## config.mk

```make
export PLATFORM = sky130hd
export DESIGN_NAME = tick_task_scheduler
export DESIGN_NICKNAME = d
export VERILOG_FILES = /design/src/rtl/core/tts_pkg.sv /design/src/rtl/core/tick_task_scheduler.sv
export SDC_FILE = /design/constraint.sdc
export NUM_CORES = 2
export LEC_CHECK = 0
export ABC_CLOCK_PERIOD_IN_PS = 10700
export BUFFER_PORTS_ARGS = -buffer_cell sky130_fd_sc_hd__buf_2
export CAP_MARGIN = 25
export CORE_MARGIN = 1.5
export CORE_UTILIZATION = 45
export CTS_BUF_LIST = sky130_fd_sc_hd__clkbuf_16
export DETAILED_ROUTE_END_ITERATION = 10
export PLACE_DENSITY = 0.62
export SETUP_SLACK_MARGIN = 0.05
export SYNTH_ARGS = -nofsm -noshare
export SYNTH_HDL_FRONTEND = slang
export SYNTH_SLANG_ARGS = --single-unit
```

## constraint.sdc

```tcl
create_clock -name clk -period 10.7 [get_ports clk]
set_input_delay 1.07 -clock clk [delete_from_list [all_inputs] [get_ports clk]]
set_output_delay 1.07 -clock clk [all_outputs]
set_load 0.03 [all_outputs]
```

## src/rtl/core/tts_pkg.sv

```systemverilog
// ----------------------------------------------------------------------------
// tts_pkg
// shared codes and widths for the tick task scheduler
// ----------------------------------------------------------------------------
package tts_pkg;

  // request codes on in_func
  localparam logic [1:0] FN_ADD  = 2'd0;
  localparam logic [1:0] FN_DEL  = 2'd1;
  localparam logic [1:0] FN_TICK = 2'd2;
  localparam logic [1:0] FN_DISP = 2'd3;

  // result codes on out_kind
  localparam logic [2:0] K_ADDED   = 3'd0;
  localparam logic [2:0] K_FULL    = 3'd1;
  localparam logic [2:0] K_DELETED = 3'd2;
  localparam logic [2:0] K_BADSLOT = 3'd3;
  localparam logic [2:0] K_TICK    = 3'd4;
  localparam logic [2:0] K_RUN     = 3'd5;
  localparam logic [2:0] K_NONE    = 3'd6;

  // run words emitted by one dispatch at most
  localparam int MAX_RESULTS = 32;
  localparam int NW          = $clog2(MAX_RESULTS + 1);

  localparam int TICK_W = 32;
  localparam int RUN_W  = 8;
  localparam int SLOT_W = 6;

  typedef logic [2:0] kind_t;

endpackage

```

## src/rtl/core/tick_task_scheduler.sv

```systemverilog
// ----------------------------------------------------------------------------
// tick_task_scheduler
// table of periodic task slots with add, delete, tick and dispatch requests
// ----------------------------------------------------------------------------
// usage
//   in_* carries one request word per valid/ready handshake; in_func picks add,
//   delete, tick or dispatch. out_* returns result words; out_last marks the
//   final word of a request. add, delete and tick answer with one word,
//   dispatch with one run word per slot holding pending runs (up to 32),
//   or a single none-ready word.
// sequencing
//   in_ready is high only while the sequencer is idle; one request is worked
//   at a time. add and delete: the result is loaded into the output register
//   from S_ADD or S_DEL once that register is free. tick: one walk over the
//   used slots through a two-stage read/modify/write loop on the slot
//   memories, then the tick word. dispatch: a slot with no pending runs is
//   skipped; a slot with runs is read, then its run count written back as its
//   run word is loaded; with nothing pending, a none-ready word ends the walk.
// reset and stalls
//   reset empties the table (live and pending bits, used count cleared); the
//   slot memories are not cleared, a slot is written by add before any read.
//   a result waits in the output register while out_ready is low; the walk
//   holds before the next run word until that register is free.
// ----------------------------------------------------------------------------
module tick_task_scheduler
  import tts_pkg::*;
#(
  parameter int MAX_TASKS = 32
) (
  input  logic              clk,
  input  logic              rst_n,
  input  logic              in_valid,
  output logic              in_ready,
  input  logic [1:0]        in_func,
  input  logic [TICK_W-1:0] in_delay_ticks,
  input  logic [TICK_W-1:0] in_period_ticks,
  input  logic [SLOT_W-1:0] in_slot,
  output logic              out_valid,
  input  logic              out_ready,
  output logic [2:0]        out_kind,
  output logic [SLOT_W-1:0] out_task_res,
  output logic              out_last
);

  // slot address width and a count width that can hold MAX_TASKS itself
  localparam int AW = (MAX_TASKS > 1) ? $clog2(MAX_TASKS) : 1;
  localparam int CW = $clog2(MAX_TASKS + 1);

  typedef enum logic [2:0] {
    S_IDLE,
    S_ADD,
    S_DEL,
    S_TICK,
    S_DISP,
    S_DRUN
  } state_t;

  state_t state_r, state_nxt;

  // latched request
  logic [TICK_W-1:0] dly_r, dly_nxt;
  logic [TICK_W-1:0] per_r, per_nxt;
  logic [SLOT_W-1:0] slot_r, slot_nxt;

  // table bookkeeping in flops: live slots and slots with pending runs
  logic [MAX_TASKS-1:0] live_r, live_nxt;
  logic [MAX_TASKS-1:0] pend_r, pend_nxt;
  logic [CW-1:0]        used_r, used_nxt;

  // walk counter and dispatch word count
  logic [CW-1:0] scan_r, scan_nxt;
  logic [NW-1:0] n_r, n_nxt;

  // tick write-back stage
  logic          p1_vld_r, p1_vld_nxt;
  logic [AW-1:0] p1_idx_r, p1_idx_nxt;

  // output register
  logic              out_vld_r, out_vld_nxt;
  kind_t             out_kind_r, out_kind_nxt;
  logic [SLOT_W-1:0] out_task_r, out_task_nxt;
  logic              out_last_r, out_last_nxt;

  // slot memories, one write and one registered read port each
  logic [TICK_W-1:0] dly_mem [MAX_TASKS];
  logic [TICK_W-1:0] per_mem [MAX_TASKS];
  logic [RUN_W-1:0]  run_mem [MAX_TASKS];
  logic [TICK_W-1:0] dly_q;
  logic [TICK_W-1:0] per_q;
  logic [RUN_W-1:0]  run_q;

  logic              rd_en;
  logic [AW-1:0]     rd_addr;
  logic [AW-1:0]     wr_addr;
  logic              dly_we;
  logic              per_we;
  logic              run_we;
  logic [TICK_W-1:0] dly_wd;
  logic [RUN_W-1:0]  run_wd;

  logic          out_free;
  logic [AW-1:0] scan_idx;
  logic          more_pend;
  logic          disp_last;

  assign out_free = !out_vld_r || out_ready;
  assign scan_idx = scan_r[AW-1:0];

  // any pending slot beyond the one being dispatched
  always_comb begin
    more_pend = 1'b0;
    for (int j = 0; j < MAX_TASKS; j++) begin
      if (pend_r[j] && (CW'(j) > scan_r)) begin
        more_pend = 1'b1;
      end
    end
  end

  assign disp_last = !more_pend || (n_r == NW'(MAX_RESULTS - 1));

  always_ff @(posedge clk) begin
    if (dly_we) begin
      dly_mem[wr_addr] <= dly_wd;
    end
    if (per_we) begin
      per_mem[wr_addr] <= per_r;
    end
    if (run_we) begin
      run_mem[wr_addr] <= run_wd;
    end
    if (rd_en) begin
      dly_q <= dly_mem[rd_addr];
      per_q <= per_mem[rd_addr];
      run_q <= run_mem[rd_addr];
    end
  end

  // sequencer
  always_comb begin
    state_nxt    = state_r;
    dly_nxt      = dly_r;
    per_nxt      = per_r;
    slot_nxt     = slot_r;
    live_nxt     = live_r;
    pend_nxt     = pend_r;
    used_nxt     = used_r;
    scan_nxt     = scan_r;
    n_nxt        = n_r;
    p1_vld_nxt   = p1_vld_r;
    p1_idx_nxt   = p1_idx_r;
    out_vld_nxt  = out_vld_r && !out_ready;
    out_kind_nxt = out_kind_r;
    out_task_nxt = out_task_r;
    out_last_nxt = out_last_r;

    rd_en   = 1'b0;
    rd_addr = scan_idx;
    wr_addr = p1_idx_r;
    dly_we  = 1'b0;
    per_we  = 1'b0;
    run_we  = 1'b0;
    dly_wd  = dly_r;
    run_wd  = '0;

    case (state_r)
      S_IDLE: begin
        if (in_valid) begin
          dly_nxt    = in_delay_ticks;
          per_nxt    = in_period_ticks;
          slot_nxt   = in_slot;
          scan_nxt   = '0;
          n_nxt      = '0;
          p1_vld_nxt = 1'b0;
          case (in_func)
            FN_ADD:  state_nxt = S_ADD;
            FN_DEL:  state_nxt = S_DEL;
            FN_TICK: state_nxt = S_TICK;
            default: state_nxt = S_DISP;
          endcase
        end
      end

      S_ADD: begin
        if (out_free) begin
          out_vld_nxt  = 1'b1;
          out_last_nxt = 1'b1;
          if (used_r == CW'(MAX_TASKS)) begin
            out_kind_nxt = K_FULL;
            out_task_nxt = '0;
          end else begin
            wr_addr                  = used_r[AW-1:0];
            dly_we                   = 1'b1;
            per_we                   = 1'b1;
            run_we                   = 1'b1;
            dly_wd                   = dly_r;
            run_wd                   = '0;
            live_nxt[used_r[AW-1:0]] = 1'b1;
            pend_nxt[used_r[AW-1:0]] = 1'b0;
            used_nxt                 = used_r + CW'(1);
            out_kind_nxt             = K_ADDED;
            out_task_nxt             = SLOT_W'(used_r);
          end
          state_nxt = S_IDLE;
        end
      end

      S_DEL: begin
        if (out_free) begin
          out_vld_nxt  = 1'b1;
          out_last_nxt = 1'b1;
          if ({1'b0, slot_r} >= 7'(MAX_TASKS)) begin
            out_kind_nxt = K_BADSLOT;
            out_task_nxt = '0;
          end else begin
            live_nxt[slot_r[AW-1:0]] = 1'b0;
            pend_nxt[slot_r[AW-1:0]] = 1'b0;
            out_kind_nxt             = K_DELETED;
            out_task_nxt             = slot_r;
          end
          state_nxt = S_IDLE;
        end
      end

      S_TICK: begin
        // write back the slot read in the previous cycle
        if (p1_vld_r) begin
          wr_addr = p1_idx_r;
          dly_we  = 1'b1;
          if (dly_q != '0) begin
            dly_wd = dly_q - TICK_W'(1);
          end else begin
            dly_wd             = per_q;
            run_we             = 1'b1;
            run_wd             = (run_q == '1) ? run_q : run_q + RUN_W'(1);
            pend_nxt[p1_idx_r] = 1'b1;
          end
        end
        p1_vld_nxt = 1'b0;
        if (scan_r < used_r) begin
          // read the next live slot, skip dead ones
          rd_en      = live_r[scan_idx];
          p1_vld_nxt = live_r[scan_idx];
          p1_idx_nxt = scan_idx;
          scan_nxt   = scan_r + CW'(1);
        end else if (!p1_vld_r && out_free) begin
          out_vld_nxt  = 1'b1;
          out_kind_nxt = K_TICK;
          out_task_nxt = '0;
          out_last_nxt = 1'b1;
          state_nxt    = S_IDLE;
        end
      end

      S_DISP: begin
        if (scan_r < used_r) begin
          if (!pend_r[scan_idx]) begin
            scan_nxt = scan_r + CW'(1);
          end else if (out_free) begin
            rd_en     = 1'b1;
            state_nxt = S_DRUN;
          end
        end else if (out_free) begin
          // walk ended with no run word, so nothing was pending
          out_vld_nxt  = 1'b1;
          out_kind_nxt = K_NONE;
          out_task_nxt = '0;
          out_last_nxt = 1'b1;
          state_nxt    = S_IDLE;
        end
      end

      S_DRUN: begin
        // output register is free here: S_DISP checked it on the way in
        wr_addr            = scan_idx;
        run_we             = 1'b1;
        run_wd             = run_q - RUN_W'(1);
        pend_nxt[scan_idx] = (run_q != RUN_W'(1));
        out_vld_nxt        = 1'b1;
        out_kind_nxt       = K_RUN;
        out_task_nxt       = SLOT_W'(scan_idx);
        out_last_nxt       = disp_last;
        n_nxt              = n_r + NW'(1);
        scan_nxt           = scan_r + CW'(1);
        state_nxt          = disp_last ? S_IDLE : S_DISP;
      end

      default: begin
        state_nxt = S_IDLE;
      end
    endcase
  end

  always_ff @(posedge clk) begin
    if (!rst_n) begin
      state_r   <= S_IDLE;
      live_r    <= '0;
      pend_r    <= '0;
      used_r    <= '0;
      scan_r    <= '0;
      n_r       <= '0;
      p1_vld_r  <= 1'b0;
      out_vld_r <= 1'b0;
    end else begin
      state_r   <= state_nxt;
      live_r    <= live_nxt;
      pend_r    <= pend_nxt;
      used_r    <= used_nxt;
      scan_r    <= scan_nxt;
      n_r       <= n_nxt;
      p1_vld_r  <= p1_vld_nxt;
      out_vld_r <= out_vld_nxt;
    end
    dly_r      <= dly_nxt;
    per_r      <= per_nxt;
    slot_r     <= slot_nxt;
    p1_idx_r   <= p1_idx_nxt;
    out_kind_r <= out_kind_nxt;
    out_task_r <= out_task_nxt;
    out_last_r <= out_last_nxt;
  end

  assign in_ready     = (state_r == S_IDLE);
  assign out_valid    = out_vld_r;
  assign out_kind     = out_kind_r;
  assign out_task_res = out_task_r;
  assign out_last     = out_last_r;

  // a slot with pending runs is always live
  a_pend_live: assert property (@(posedge clk) disable iff (!rst_n)
    (pend_r & ~live_r) == '0)
    else $error("pending run on a dead slot");

  // used count never passes the table size
  a_used_max: assert property (@(posedge clk) disable iff (!rst_n)
    used_r <= CW'(MAX_TASKS))
    else $error("slot count past table size");

  // a slot picked for dispatch holds at least one run
  a_drun_nonzero: assert property (@(posedge clk) disable iff (!rst_n)
    state_r == S_DRUN |-> run_q != '0)
    else $error("dispatch of a slot with no runs");

  // the tick write-back stage is busy only during a tick walk
  a_p1_tick: assert property (@(posedge clk) disable iff (!rst_n)
    p1_vld_r |-> state_r == S_TICK)
    else $error("write-back stage active outside tick");

  // a run word is loaded only into a free output register
  a_drun_free: assert property (@(posedge clk) disable iff (!rst_n)
    state_r == S_DRUN |-> !out_vld_r)
    else $error("run word would overwrite a waiting result");

endmodule

```

==> impl_metrics.env <==
export IMPL_status="finished clean"
export IMPL_grt_pass1_wl_mm=386.4
export IMPL_numPortBuffers=87
export IMPL_cpMostUsedCell="buf_4"
export IMPL_syn_to_final_growth_pct=14.45
export IMPL_antenna_found_initial=18
export IMPL_ys_async_sr_fraction_pct=0
export IMPL_syn_area_um2=100900
export IMPL_ctsHoldBuffers=0
export IMPL_final_common_cell="edfxtp_1"
export IMPL_synth_seq_area_share_pct=74.97
export IMPL_ys_warn_count=0
export IMPL_total_power_mw=22.06
export IMPL_cts_made_buffers=281
export IMPL_cpPeakStageDelay_ns=0.89
export IMPL_ioPinCount=88
export IMPL_largestRegisters="dly_mem (1024), per_mem (1024), run_mem (256)"
export IMPL_grt_pass1_vias=51967
export IMPL_vdd_ir_drop_max_v=0.0001499
export IMPL_layout_common_cells="edfxtp_1, mux4_2, clkbuf_16"
export IMPL_layout_cells_non_filler=8563
export IMPL_critPathMaxFanout=84
export IMPL_cts_tree="done"
export IMPL_timing_max_cap_violations=0
export IMPL_layout_drive_gt1_share_pct=25.98
export IMPL_avgSynthCellArea_um2=19.76
export IMPL_fin_util_pct=51.89
export IMPL_startpoint_type="flop"
export IMPL_post_cts_resize_count=0
export IMPL_crit_arrival_ns=5.80
export IMPL_critPathTopFamily="buffers and inverters"
export IMPL_final_area_um2=115500
export IMPL_drt_wirelength_per_cell_um=31.66
export IMPL_setup_tns_ns=0
export IMPL_routed_wl_mm=271.1
export IMPL_synth_edff_count=2461
export IMPL_die_h_um=476.5
export IMPL_cts_sinks=2548
export IMPL_clk_pin_slew_ns=0.06
export IMPL_hold_violations=0
export IMPL_htree_levels=5
export IMPL_clk_path_buf_depth=4
export IMPL_p_per_area_nw_per_um2=191.0
export IMPL_remaining_drc_errors=0
export IMPL_criticalPathCategory="reg -> reg"
export IMPL_syn_inst=5105
export IMPL_dp_cells=8068
export IMPL_drv_slew=0
export IMPL_clk_latency_ns=0.93
export IMPL_synth_flop_cell="edfxtp_1"
export IMPL_required_ns=11.21
export IMPL_die_area_um2=227100
export IMPL_num_fill_cells=17576
export IMPL_grt_util_all_layers_pct=23.70
export IMPL_synth_nets=5202
export IMPL_grt_max_degree=123
export IMPL_postCtsSetupBuffers=0
export IMPL_nNetsFinal=5483
export IMPL_synth_seq_cells=2548
export IMPL_gp_congestion=0.9151
export IMPL_path_cells="buf_12 > nand2b_1 > o22ai_1 > or3_1 > and4b_1 > o41ai_2 > buf_4 > buf_4"
export IMPL_maxSlewHeadroom_pct=24.75
export IMPL_endpoint_kind="flop"
export IMPL_start_util_pct=45.34
export IMPL_clk_root_buffer_cell="clkbuf_16"
export IMPL_hold_class="in -> reg"
export IMPL_tightestPinTransition_ns=1.129
export IMPL_dpl_cell_area_um2=106800
export IMPL_vias=52600
export IMPL_critPathSlowestCell="buf_4"
export IMPL_first_pass_iters=6
export IMPL_fmax_mhz=189.1
export IMPL_drt_iter0_markers=6973
export IMPL_power_leakage_nw=36.02
export IMPL_fin_skew_ns=0.06376
export IMPL_min_period_over_period_pct=49.42
export IMPL_gr_total_overflow=0
export IMPL_vias_per_cell=6.143
export IMPL_synth_cell_type_count=73
export IMPL_ant_nets=0
export IMPL_crit_buf_inv=3
export IMPL_die_x_um=476.5
export IMPL_coreArea_um2=222500
export IMPL_setup_viol=0
export IMPL_rsz0062_at_grt="no"
export IMPL_min_period_ns=5.288
export IMPL_hpwl_mm=166.3
export IMPL_core_rowCount=173
power by group:
group          leakage, nW  internal (mW)  switching (mW)  total (mW)
Combinational         8.76          0.652            1.08        1.73
Sequential            22.8           11.2          0.0811        11.3
Clock                 4.41           5.27            3.77        9.04
cell families after synthesis:
family          share of synthesized area [%]
flops                                   74.97
fa+ha+maj                              0.2604
compound gates                          3.676
buf+inv                                 1.426
simple gates                            3.099
xor+xnor                               0.1996
mux                                     16.37
final timing paths:
path | depth (start not counted) | endpoint | start | slack (ns)
max reg2reg | 8 | run_q[3]$_DFFE_PP_ | scan_r[1]$_SDFFE_PN0P_ | 5.41
max | 8 | run_q[3]$_DFFE_PP_ | scan_r[1]$_SDFFE_PN0P_ | 5.41
min | 1 | dly_r[5]$_DFFE_PP_ | in_delay_ticks[5] | 0.32
min reg2reg | 2 | live_r[22]$_SDFFE_PN0P_ | live_r[22]$_SDFFE_PN0P_ | 0.48
synth_stat cells, types with 50 or more instances:
library cell  number  area share (%)
a21oi_1          149            0.74
buf_2             87            0.43
clkbuf_1         165            0.61
dfxtp_1           87             1.7
edfxtp_1        2461              73
mux2i_1          273             2.7
mux4_2           597              13
nand2_1          219            0.81
nor2_1           183            0.68
o21ai_0          154            0.76
o22ai_1          154            0.95
or2_2             50            0.31
metal layers:
layer  track usage (%)  vias up  wire length, um
met4             8.194        6             9641
met5                 0        -               36
met1             33.40    27813           108500
li1                  -    21661                -
met2             37.12     2650           128500
met3             4.634      470            24430
cell type report:
cell class | instances | area [um^2] | area share (%)
Antenna cell | 6 | 15.01 | 0.01300
Timing Repair Buffer | 303 | 2945 | 2.551
Tap cell | 2975 | 3722 | 3.224
Clock inverter | 190 | 1286 | 1.114
Clock buffer | 289 | 7232 | 6.263
Inverter | 38 | 153.9 | 0.1333
Multi-Input combinational cell | 2214 | 24460 | 21.18
Sequential cell | 2548 | 75660 | 65.52
through the flow:
step | worst slack (ns) | hold slack (ns)
floorplan | 1.037 | 0.4323
global placement | 5.494 | 0.4576
detailed placement | 5.417 | 0.4665
CTS | 5.417 | 0.2543
global route | 5.321 | 0.2725
finish | 5.412 | 0.3165
(Power assumes the default switching activity.)
